==> src/design/i2c_bus_error_recovery_assert.svh <==
// Assertion macros for the bus recovery block.
// Each macro checks one property against clk_i with reset rst_ni held off.
`ifndef I2C_BUS_ERROR_RECOVERY_ASSERT_SVH
`define I2C_BUS_ERROR_RECOVERY_ASSERT_SVH

// same-cycle implication
`define I2CBER_ASSERT_NOW(lbl, ante, cons, msg) \
  lbl: assert property (@(posedge clk_i) disable iff (!rst_ni) (ante) |-> (cons)) \
    else $error(msg);

// next-cycle implication
`define I2CBER_ASSERT_NEXT(lbl, ante, cons, msg) \
  lbl: assert property (@(posedge clk_i) disable iff (!rst_ni) (ante) |=> (cons)) \
    else $error(msg);

`endif

==> src/design/i2cber_pkg.sv <==
package i2cber_pkg;

  localparam int unsigned HalfW    = 16;
  localparam int unsigned ClkW     = 4;
  localparam int unsigned AttW     = 3;
  localparam int unsigned CfgIdxW  = 2;
  localparam int unsigned CfgDataW = 16;

  localparam logic [HalfW-1:0] HalfPeriodRst = 16'd5;
  localparam logic [ClkW-1:0]  MaxClocksRst  = 4'd9;
  localparam logic [AttW-1:0]  AttLimitRst   = 3'd4;

  typedef enum logic [CfgIdxW-1:0] {
    CFG_HALF_PERIOD = 2'd0,
    CFG_MAX_CLOCKS  = 2'd1,
    CFG_ATT_LIMIT   = 2'd2
  } cfg_idx_e;

  typedef enum logic [2:0] {
    PH_IDLE          = 3'd0,
    PH_CLK_LOW       = 3'd1,
    PH_CLK_HIGH      = 3'd2,
    PH_STOP_SCL_LOW  = 3'd3,
    PH_STOP_SDA_LOW  = 3'd4,
    PH_STOP_SCL_HIGH = 3'd5,
    PH_STOP_SDA_HIGH = 3'd6
  } phase_e;

  typedef struct packed {
    logic [HalfW-1:0] half_period_ticks;
    logic [ClkW-1:0]  max_recovery_clocks;
    logic [AttW-1:0]  attempts_limit;
  } cfg_t;

  typedef struct packed {
    logic            recovery_active;
    logic            scl_level;
    logic            sda_output_enable;
    logic            sda_level_res;
    logic            reinit_request;
    logic            error_ignored;
    logic [AttW-1:0] attempts_seen;
  } res_t;

endpackage

==> src/design/i2cber_core.sv <==
module i2cber_core (
  input  logic                clk_i,
  input  logic                rst_ni,
  input  logic                accept_i,
  input  logic                cmd_i,
  input  logic                sda_level_i,
  input  i2cber_pkg::cfg_t    cfg_i,
  output i2cber_pkg::res_t    res_o
);
  import i2cber_pkg::*;

  phase_e            phase_q, phase_d;
  logic [HalfW-1:0]  timer_q, timer_d;
  logic [ClkW-1:0]   pulses_q, pulses_d;
  logic [AttW-1:0]   att_q, att_d;
  logic              reinit, ignored;
  logic [HalfW:0]    timer_inc;
  logic              phase_done;
  logic [ClkW-1:0]   pulses_inc;
  logic [AttW-1:0]   att_inc;

  assign timer_inc  = {1'b0, timer_q} + {{HalfW{1'b0}}, 1'b1};
  assign phase_done = timer_inc >= {1'b0, cfg_i.half_period_ticks};
  assign pulses_inc = pulses_q + {{(ClkW-1){1'b0}}, 1'b1};
  assign att_inc    = att_q + {{(AttW-1){1'b0}}, 1'b1};

  // next state
  always_comb begin
    phase_d = phase_q;
    timer_d = timer_q;
    pulses_d = pulses_q;
    att_d = att_q;
    reinit = 1'b0;
    ignored = 1'b0;
    if (cmd_i) begin
      if (phase_q != PH_IDLE) begin
        ignored = 1'b1;
      end else if (att_inc >= cfg_i.attempts_limit) begin
        att_d = '0;
        pulses_d = '0;
        phase_d = PH_CLK_LOW;
        timer_d = '0;
      end else begin
        att_d = att_inc;
        reinit = 1'b1;
      end
    end else if (phase_q != PH_IDLE) begin
      if (phase_done) begin
        timer_d = '0;
        case (phase_q)
          PH_CLK_LOW:       phase_d = PH_CLK_HIGH;
          PH_CLK_HIGH: begin
            pulses_d = pulses_inc;
            if (sda_level_i || (pulses_inc >= cfg_i.max_recovery_clocks)) begin
              phase_d = PH_STOP_SCL_LOW;
            end else begin
              phase_d = PH_CLK_LOW;
            end
          end
          PH_STOP_SCL_LOW:  phase_d = PH_STOP_SDA_LOW;
          PH_STOP_SDA_LOW:  phase_d = PH_STOP_SCL_HIGH;
          PH_STOP_SCL_HIGH: phase_d = PH_STOP_SDA_HIGH;
          default: begin
            phase_d = PH_IDLE;
            reinit = 1'b1;
          end
        endcase
      end else begin
        timer_d = timer_inc[HalfW-1:0];
      end
    end
  end

  // pin levels follow the phase after this transfer
  always_comb begin
    res_o = '0;
    res_o.recovery_active = (phase_d != PH_IDLE);
    res_o.reinit_request = reinit;
    res_o.error_ignored = ignored;
    res_o.attempts_seen = att_d;
    case (phase_d)
      PH_CLK_LOW:       res_o.scl_level = 1'b0;
      PH_CLK_HIGH:      res_o.scl_level = 1'b1;
      PH_STOP_SCL_LOW:  res_o.scl_level = 1'b0;
      PH_STOP_SDA_LOW: begin
        res_o.scl_level = 1'b0;
        res_o.sda_output_enable = 1'b1;
      end
      PH_STOP_SCL_HIGH: begin
        res_o.scl_level = 1'b1;
        res_o.sda_output_enable = 1'b1;
      end
      PH_STOP_SDA_HIGH: begin
        res_o.scl_level = 1'b1;
        res_o.sda_output_enable = 1'b1;
        res_o.sda_level_res = 1'b1;
      end
      default:          res_o.scl_level = 1'b1;
    endcase
  end

  always_ff @(posedge clk_i or negedge rst_ni) begin
    if (!rst_ni) begin
      phase_q <= PH_IDLE;
      timer_q <= '0;
      pulses_q <= '0;
      att_q <= '0;
    end else if (accept_i) begin
      phase_q <= phase_d;
      timer_q <= timer_d;
      pulses_q <= pulses_d;
      att_q <= att_d;
    end
  end

endmodule

==> src/design/i2c_bus_error_recovery.sv <==
// Result: each accepted transfer's result is on the output register the next cycle.
// Throughput: one item per cycle; the next item is taken while a result waits,
// as long as the output register is empty or is being read in the same cycle.
// Reset: phase idle, timer, pulse and attempt counts cleared, registers at their
// package defaults (at most 9 SCL pulses, limit 4), no result pending.
module i2c_bus_error_recovery (
  input  logic                                  clk_i,
  input  logic                                  rst_ni,
  input  logic                                  cfg_valid_i,
  output logic                                  cfg_ready_o,
  input  logic [i2cber_pkg::CfgIdxW-1:0]        cfg_index_i,
  input  logic [i2cber_pkg::CfgDataW-1:0]       cfg_data_i,
  input  logic                                  in_valid_i,
  output logic                                  in_ready_o,
  input  logic                                  cmd_i,
  input  logic                                  sda_level_i,
  output logic                                  out_valid_o,
  input  logic                                  out_ready_i,
  output logic                                  recovery_active_o,
  output logic                                  scl_level_o,
  output logic                                  sda_output_enable_o,
  output logic                                  sda_level_res_o,
  output logic                                  reinit_request_o,
  output logic                                  error_ignored_o,
  output logic [i2cber_pkg::AttW-1:0]           attempts_seen_o
);
  import i2cber_pkg::*;

  cfg_t cfg_q;
  res_t res_d, res_q;
  logic out_valid_q;
  logic in_accept;

  assign cfg_ready_o = 1'b1;
  assign in_ready_o  = !out_valid_q || out_ready_i;
  assign in_accept   = in_valid_i && in_ready_o;

  always_ff @(posedge clk_i or negedge rst_ni) begin
    if (!rst_ni) begin
      cfg_q.half_period_ticks <= HalfPeriodRst;
      cfg_q.max_recovery_clocks <= MaxClocksRst;
      cfg_q.attempts_limit <= AttLimitRst;
    end else if (cfg_valid_i) begin
      case (cfg_idx_e'(cfg_index_i))
        CFG_HALF_PERIOD: cfg_q.half_period_ticks <= cfg_data_i[HalfW-1:0];
        CFG_MAX_CLOCKS:  cfg_q.max_recovery_clocks <= cfg_data_i[ClkW-1:0];
        CFG_ATT_LIMIT:   cfg_q.attempts_limit <= cfg_data_i[AttW-1:0];
        default: ;
      endcase
    end
  end

  i2cber_core u_core (
    .clk_i       (clk_i),
    .rst_ni      (rst_ni),
    .accept_i    (in_accept),
    .cmd_i       (cmd_i),
    .sda_level_i (sda_level_i),
    .cfg_i       (cfg_q),
    .res_o       (res_d)
  );

  // hold the result until the transfer out completes
  always_ff @(posedge clk_i or negedge rst_ni) begin
    if (!rst_ni) begin
      out_valid_q <= 1'b0;
    end else if (in_accept) begin
      out_valid_q <= 1'b1;
    end else if (out_ready_i) begin
      out_valid_q <= 1'b0;
    end
  end

  always_ff @(posedge clk_i) begin
    if (in_accept) begin
      res_q <= res_d;
    end
  end

  assign out_valid_o         = out_valid_q;
  assign recovery_active_o   = res_q.recovery_active;
  assign scl_level_o         = res_q.scl_level;
  assign sda_output_enable_o = res_q.sda_output_enable;
  assign sda_level_res_o     = res_q.sda_level_res;
  assign reinit_request_o    = res_q.reinit_request;
  assign error_ignored_o     = res_q.error_ignored;
  assign attempts_seen_o     = res_q.attempts_seen;

`include "i2c_bus_error_recovery_assert.svh"

  `I2CBER_ASSERT_NOW(a_idle_pins, out_valid_o && !recovery_active_o, scl_level_o && !sda_output_enable_o, "idle result drives pins")
  `I2CBER_ASSERT_NOW(a_sda_released, out_valid_o && !sda_output_enable_o, !sda_level_res_o, "released SDA with level set")
  `I2CBER_ASSERT_NOW(a_ignored_busy, out_valid_o && error_ignored_o, recovery_active_o && !reinit_request_o, "ignored error outside recovery")
  `I2CBER_ASSERT_NOW(a_stall_full, in_valid_i && !in_ready_o, out_valid_o, "input stalled with empty output")
  `I2CBER_ASSERT_NEXT(a_accept_fills, in_accept, out_valid_o, "accepted item left no result")

endmodule
==> config.mk <==
export PLATFORM = sky130hd
export DESIGN_NAME = i2c_bus_error_recovery
export DESIGN_NICKNAME = d
export VERILOG_FILES = /design/src/design/i2cber_pkg.sv /design/src/design/i2cber_core.sv /design/src/design/i2c_bus_error_recovery.sv
export VERILOG_INCLUDE_DIRS = /design/src /design/src/design
export SDC_FILE = /design/constraint.sdc
export NUM_CORES = 1
export LEC_CHECK = 0
export ABC_CLOCK_PERIOD_IN_PS = 7800
export BUFFER_PORTS_ARGS = -buffer_cell sky130_fd_sc_hd__clkbuf_2
export CAP_MARGIN = 0
export CORE_MARGIN = 1
export CORE_UTILIZATION = 60
export CTS_CLUSTER_DIAMETER = 120
export DETAILED_ROUTE_END_ITERATION = 7
export PLACE_DENSITY = 0.81
export RECOVER_POWER = 100
export SLEW_MARGIN = 20
export SYNTH_ARGS = -nofsm -noshare
export SYNTH_HDL_FRONTEND = slang
export SYNTH_SLANG_ARGS = --single-unit
==> constraint.sdc <==
create_clock -name clk_i -period 7.8 [get_ports clk_i]
set_clock_uncertainty 0.2 [all_clocks]
set_input_delay 2.34 -clock clk_i [delete_from_list [all_inputs] [get_ports clk_i]]
set_output_delay 2.34 -clock clk_i [all_outputs]
set_load 0.005 [all_outputs]
Word-level counts from Yosys, hierarchy flattened:

Index checks and enable logic that the tools add are counted.

* add/sub/neg operators: 3
* multiply operators: 0
* divide/modulo/power cells: 0
* order comparisons: 3
* equal/unequal tests: 13
* shift operators: 0
* multiplexer cells: 33
* bitwise operators: 0
* reductions and logical operators: 20

Operator list (count)
* 16-bit two-way mux: 5
* 3-bit two-way mux: 8
* 4-bit two-way mux: 6
* 16-bit by 1-bit adder with 17-bit output, second input constant: 1
* 17-bit by 16-bit >= comparator with 1-bit output: 1
* 3-bit equality test, second input constant: 5
* 3-bit case mux with 5 select lines: 1
* 1-bit two-way mux: 12
* 2-bit nonzero test: 5
* 3-bit by 2-bit equality test with 1-bit output, second input constant: 3
* 3-bit by 1-bit equality test with 1-bit output, second input constant: 2
* 2-bit AND reduction: 3
* 6-bit AND reduction: 1
* 3-bit nonzero test: 2
* 3-bit OR reduction: 2
* 5-bit OR reduction: 1
* 4-bit by 1-bit adder with 4-bit output, second input constant: 1
* 4-bit >= comparator: 1
* 4-bit AND reduction: 1
* 3-bit by 1-bit adder with 3-bit output, second input constant: 1
* 3-bit >= comparator: 1
* 2-bit by 1-bit equality test with 1-bit output, second input constant: 1
* 2-bit equality test, second input constant: 1
* 2-bit zero test: 1
* 5 further kinds: 6

* flip-flop bits (word level): 59
* latch bits: 0
* RAM bits: 0
* memory bits (read-only): 0
* input bits: 25
* memories kept: 0

Longest topological paths before layout:

Gate-level depths: netlist of run 1.

* word-level depth: 11
* mapped depth: 14
* gate-level depth less buffers: 12

Modules after synthesis:

From an unflattened synthesis of run 1, not the netlist that was laid out.

* cells, all modules: 312
* area, all modules: 3549.7 µm²

By module, submodules not included
* i2cber_core: times used 1, cells an instance 247, area each 2334.7 µm², sequential area each 650.6 µm²
* i2c_bus_error_recovery: times used 1, cells an instance 65, area each 1214.9 µm², sequential area each 877.1 µm²

Worst setup path after synthesis of run 1:

OpenSTA, ideal clock, no wires.

* path kind: input -> output
* from: in out_ready_i
* to: out in_ready_o
* arrival: 2497 ps
* required time: 5260 ps
* setup slack: 2763 ps
* stages: 1
* buffers on the path: 0
* cells stage by stage: nand2b_1

* longest elaborated chain between the ends: 1

Ends and longest elaborated chain
* start, declared: RTL line i2c_bus_error_recovery.sv:18 `input logic out_ready_i,`
* 1-bit logical OR: RTL line i2c_bus_error_recovery.sv:35 `assign in_ready_o = !out_valid_q || out_ready_i;`
* end, declared: RTL line i2c_bus_error_recovery.sv:14 `output logic in_ready_o,`

No other way between the ends.

Final worst setup path of run 1:

Same ends and word-level chain as after synthesis.

==> run summary, run 1 <==
Run status -> finished, violations left
Final Critical Period -> 5240 ps
Die Wd -> 78.03 µm
Power density over the cells -> 204.4 mW/mm²
Top Ports -> 37
Routed WL -> 7.373 mm
CP endpoint kind -> output port
Final setup violating endpoints -> 0
Leading area contributor after synthesis -> dfrtp_1
Fin. max-slew vios -> 51
Post-synth EDFFs -> 9
Startpoint types -> input port
Layout cells sized above 1 -> 0.1859
Sequential cell area fraction in the yosys report -> 0.4405
FP Rows -> 27
Ys flop type -> dfrtp_1
Yosys warnings -> 0
Commonest non-fill, non-tap cell in the layout -> nand2_1
Least-Margin Pin Slew -> 2766 ps
Postcts setup bufs -> 0
Syn nets -> 409
Worst Hold End -> cfg_q[5]
DR DRC count -> 0
Diodes inserted -> 0
P&R area growth vs syn -> 12.09%
Num CTS Buffers -> 9
IO buf count -> 35
Failing checks -> max-capacitance violations, max-slew violations
Fraction of registers with async set or reset after synthesis -> 0.8475
Largest net degree at the start of global routing -> 51
Storage element area -> 0.001528 mm²
Reg2reg end -> u_core.timer_q[0]
Synth top area cells -> dfrtp_1, ha_1, edfxtp_1
Fin area -> 0.003887 mm²
Max VDD drop -> 183.4 µV
Max Clk Rate -> 0.1908 GHz
Root Driver -> clkbuf_8
Post-CTS Resized -> 0
CP required -> 5260 ps
Relative slew slack -> -0.8440
Worst-path clk slew -> 70 ps
Clk Latency, worst-skew pair -> 350 ps
Share of the synthesized area in the top cell type -> 0.3247
Maxcap violations -> 1
Htree depth -> 3
Reg2reg start -> u_core.timer_q[5]
CTS tree -> built
Initial Util -> 0.6260
Hold path startpoint -> cfg_q[5]
Worst Reg-to-Reg Cells -> 12
Synth Register Bits -> 59
Initial antenna violation count -> 0
1st-iter DRT viols -> 219
Multi-input logic area -> 0.001758 mm²
Detailed-placement wirelength estimate -> 5.028 mm
Clock sink total -> 59
Hold Path Class -> register to register
GR Util All Layers -> 0.2641
Library cells used by synthesis -> 57
Total grt overflow -> 0
# fillers -> 436
Post-DRT Antenna Nets -> 0
Vias in the first global route -> 2,699
First-pass GRT wire length -> 12.22 mm
Placer congestion estimate -> 0.8185
Post-synthesis instance total -> 358
Layout Nets -> 444
Final Cycle Share -> 0.6718
Worst Hold Depth -> 1
Avg Inst Size Synth -> 9.688 µm²
Leak pwr -> 1.793 nW
Core area -> 0.005540 mm²
Die Height -> 78.03 µm
R2R Setup Slk -> 3770 ps
Mapped Area -> 0.003468 mm²
RSZ-0062 raised after global routing -> no
WL/cell -> 15.69 µm
Die footprint -> 0.006089 mm²
CTS max path bufs -> 2
Most frequent cells in the layout -> nand2_1, dfrtp_1, o21ai_0, clkbuf_2
Routed vias -> 2,729
Vias per cell -> 5.806
DP Area -> 0.003692 mm²
Worst Path Class, Setup -> input port to output port
Crit path arrival time -> 2700 ps
Hold Vio Cnt, Final -> 0
Drt first pass iters -> 4
Setup TNS Final -> 0 ps
Hold buffers post-CTS -> 0
Crit Path Max Fanout -> 3
## where the power goes
group	total, mW	switching, mW	internal [mW]	leakage [nW]
combinational	0.111	0.0648	0.0458	0.958
clock	0.323	0.126	0.197	0.113
sequential	0.361	0.0179	0.343	0.722
## synthesized netlist by cell type (all sizes together), types with 5 or more instances
cell    count
inv        26
nand3      15
xor2        7
and3        6
xnor2      10
nor2       14
dfstp       5
mux2       13
nand2b      5
nor3        5
dfrtp      45
clkbuf      8
nand2      60
buf         6
ha         26
edfxtp      9
o21ai      34
mux2i       5
a22o        5
a21oi      10
## routing by layer
layer,share of wire,routed length (µm),GRT usage,up-vias
li1,-,-,-,1321
met1,0.42,3079,0.3075,1310
met2,0.51,3793,0.4690,83
met3,0.049,359,0.06047,15
met4,0.019,141,0.1093,0
met5,0,0,0,-
## worst max-delay path, stage by stage
cell      delay [ps]
clkbuf_2          80
nand2b_1         160
clkbuf_2         120
## kinds of logic after synthesis
group	count (synthesis)	share of synthesized area
fa+ha+maj	26	0.09379
mux	18	0.05664
buf+inv	41	0.04906
simple gates	127	0.1919
xor+xnor	17	0.04293
other cells	1	0.001081
flops	59	0.4405
compound gates	69	0.1241
## registers in the layout, summed over array words and instances, names as in the netlist
signal               flops
u_core.timer_q          16
reinit_request_o         1
u_core.phase_q           3
error_ignored_o          1
out_valid_o              1
sda_output_enable_o      1
recovery_active_o        1
u_core.pulses_q          4
sda_level_res_o          1
attempts_seen_o          3
scl_level_o              1
cfg_q                   23
u_core.att_q             3
## layout make-up
cell class,instances,area share
Multi-Input combinational cell,258,0.4522
Sequential cell,59,0.3930
Timing Repair Buffer,38,0.04699
Clock buffer,12,0.03991
Inverter,27,0.02607
Tap cell,72,0.02317
Clock inverter,4,0.01867
## metrics by stage
stage / setup WS (ps) / util / hold slack, ps / power [mW] / cells
3_5_place_dp: 2554 / 0.6664 / 297.2 / 0.4759 / 454
5_1_grt: 2505 / 0.7017 / 339.4 / 0.8289 / 470
3_3_place_gp: 2575 / 0.6664 / 290.6 / 0.4687 / 454
2_1_floorplan: 2763 / - / 279.3 / 0.4368 / 358
4_1_cts: 2551 / 0.7075 / 312.7 / 0.7990 / 470
6_report: 2560 / 0.7017 / 312.5 / 0.7947 / 470
## how the worst max path moves through the flow
| stage | startpoint | endpoint | slack (ps) |
|---|---|---|---|
| 2_1_floorplan | out_ready_i | in_ready_o | 2760 |
| 3_3_place_gp | out_ready_i | in_ready_o | 2570 |
| 3_5_place_dp | out_ready_i | in_ready_o | 2550 |
| 4_1_cts | out_ready_i | in_ready_o | 2550 |
| 5_1_grt | rst_ni | u_core.timer_q[4] | 2510 |
| 6_report | out_ready_i | in_ready_o | 2560 |
No activity file was read; power rests on OpenSTA's default activity.
==> run 2, diff against run 1 <==
Settings changed: ABC_CLOCK_PERIOD_IN_PS 7800 to 4390, CORE_UTILIZATION 60 to 53, PLACE_DENSITY 0.81 to 0.76.
Clock period 7.8 ns to 4.39 ns, I/O delays scaled along.
==> run 2 against run 1 <==
  * Non-clock buffer count rose by 2
  * Highest routed layer unchanged
  * Flip-flop and latch count did not move
  * Critical path depth rose by 8
  * Clock power rose by 34%
  * Register-to-register slack got worse by 3200 ps
  * The flow now finishes without violations
  * Core utilization fell by 9.8 points
  * Routed wire length fell by 3.6%
  * Combinational power rose by 79%
==> run summary, run 2 (synthesis results as in run 1) <==
Run status -> finished, final reports clean (was finished, violations left)
Final setup violating endpoints -> 0 (unchanged)
CP endpoint kind -> register (was output port)
GR Util All Layers -> 0.2298 (was 0.2641)
NetSw -> 358.9 µW (was 208.6 µW)
Drt first pass iters -> 4 (unchanged)
Clk pwr share -> 0.341 (was 0.406)
CTS max path bufs -> 2 (unchanged)
Max Clk Rate -> 0.2590 GHz
Root Driver -> clkbuf_8 (unchanged)
Int Power -> 913.1 µW (was 586.1 µW)
Die Wd -> 82.90 µm (was 78.03 µm)
Leak pwr -> 1.766 nW (was 1.793 nW)
Relative slew slack -> 0.06838 (was -0.8440)
Clk Latency, worst-skew pair -> 340 ps (was 350 ps)
Vias in the first global route -> 2,754 (was 2,699)
Max VDD drop -> 201.4 µV (was 183.4 µV)
Hold buffers post-CTS -> 0 (unchanged)
Postcts setup bufs -> 0 (unchanged)
Largest register FFs -> 23 (unchanged)
CTS tree -> built (unchanged)
Layout cells sized above 1 -> 0.1775 (was 0.1859)
IO buf count -> 35 (unchanged)
Startpoint types -> register (was input port)
Comb power frac -> 0.156 (was 0.139)
Least-Margin Pin Slew -> 1397 ps (was 2766 ps)
Vias per cell -> 5.677 (was 5.806)
Final Util -> 0.6037 (was 0.7017)
Num CTS Buffers -> 9 (unchanged)
Final Critical Period -> 3861 ps
R2R Setup Slk -> 530 ps (was 3770 ps)
Diodes inserted -> 0 (unchanged)
Most frequent cells in the layout -> nand2_1, dfrtp_1, o21ai_0, clkbuf_2 (unchanged)
Flop pwr share -> 0.503 (was 0.455)
Top Ports -> 37 (unchanged)
Hold Vio Cnt, Final -> 0 (unchanged)
Hold Path Class -> register to register (unchanged)
Regs by FF count -> cfg_q (23), u_core.timer_q (16), u_core.pulses_q (4) (unchanged)
Initial antenna violation count -> 0 (unchanged)
P&R area growth vs syn -> 10.53% (was 12.09%)
Sw Ratio -> 0.2822 (was 0.2625)
Crit path arrival time -> 3920 ps (was 2700 ps)
Crit Path Max Fanout -> 9 (was 3)
Largest net degree at the start of global routing -> 32 (was 51)
FP Rows -> 29 (was 27)
Worst Path Class, Setup -> register to register (was input port to output port)
Routed vias -> 2,708 (was 2,729)
Detailed-placement wirelength estimate -> 5.080 mm (was 5.028 mm)
Setup TNS Final -> 0 ps (unchanged)
Clock sink total -> 59 (unchanged)
Initial Util -> 0.5462 (was 0.6260)
1st-iter DRT viols -> 152 (was 219)
Most flops, register -> cfg_q (unchanged)
RSZ-0062 raised after global routing -> no (unchanged)
Die Height -> 82.90 µm (was 78.03 µm)
WL/cell -> 14.89 µm (was 15.69 µm)
Commonest non-fill, non-tap cell in the layout -> nand2_1 (unchanged)
Final Cycle Share -> 0.8796
DR DRC count -> 0 (unchanged)
Fin area -> 0.003834 mm² (was 0.003887 mm²)
Placer congestion estimate -> 0.8473 (was 0.8185)
Post-DRT Antenna Nets -> 0 (unchanged)
# fillers -> 554 (was 436)
Layout Nets -> 446 (was 444)
CP required -> 4450 ps (was 5260 ps)
DP Area -> 0.003714 mm² (was 0.003692 mm²)
Power density over the cells -> 331.8 mW/mm² (was 204.4 mW/mm²)
Core area -> 0.006350 mm² (was 0.005540 mm²)
Post-CTS Resized -> 0 (unchanged)
Die footprint -> 0.006872 mm² (was 0.006089 mm²)
First-pass GRT wire length -> 12.59 mm (was 12.22 mm)
Routed WL -> 7.104 mm (was 7.373 mm)
Total grt overflow -> 0 (unchanged)
Worst-path clk slew -> 70 ps (about the same)
Htree depth -> 3 (unchanged)
Maxcap violations -> 0 (was 1)
Fin. max-slew vios -> 0 (was 51)
## run 2: final cells by class
class                           instances  area [µm²]  area share
Clock buffer                           14       152.6     0.03982
Clock inverter                          2       11.26    0.002937
Inverter                               27       101.3     0.02644
Multi-Input combinational cell        258        1755      0.4579
Sequential cell                        59        1528      0.3985
Tap cell                               77       96.34     0.02513
Timing Repair Buffer                   40       188.9     0.04928
## run 2: worst paths after layout
| kind | start | end | depth (start not counted) |
|---|---|---|---|
| max | u_core.timer_q[5] | u_core.pulses_q[2] | 11 |
| min | cfg_q[5] | cfg_q[5] | 1 |
| max reg2reg | u_core.timer_q[5] | u_core.pulses_q[2] | 11 |
| min reg2reg | cfg_q[5] | cfg_q[5] | 1 |
| max in group asynchronous | rst_ni | cfg_q[10] | 2 |
| min in group asynchronous | rst_ni | cfg_q[22] | 1 |
## run 2: worst max-delay path: stages (launching register included)
cell	delay [ps]
dfrtp_1	450
nand3_2	170
nor3_1	410
and3_1	250
nand3_1	100
xnor2_1	160
ha_1	270
and3_1	150
nand2_1	90
o211a_1	320
nor4_1	920
mux2i_1	290
## run 2: power by group through the flow
stage          clock network, mW  registers [mW]  logic [mW]
2_1_floorplan                  0           0.639       0.137
3_3_place_gp                   0           0.647       0.190
3_5_place_dp                   0           0.650       0.199
4_1_cts                    0.442           0.640       0.205
5_1_grt                    0.460           0.646       0.228
6_report                   0.433           0.640       0.199
## run 2: per-layer routing
metal,track usage,share of wire
met1,0.2829,0.45
met2,0.3815,0.48
met3,0.04871,0.047
met4,0.1176,0.024
met5,0,0
## run 2: through the flow
step / setup WS (ps) / std cells / power [mW] / hold WS, ps
finish: 528.6 / 477 / 1.272 / 307.6
global route: 226.6 / 477 / 1.335 / 323.5
CTS: 591.7 / 477 / 1.287 / 310.7
detailed placement: 603.0 / 461 / 0.8483 / 295.7
global placement: 773.9 / 461 / 0.8377 / 291.0
floorplan: 1009 / 358 / 0.7761 / 279.3
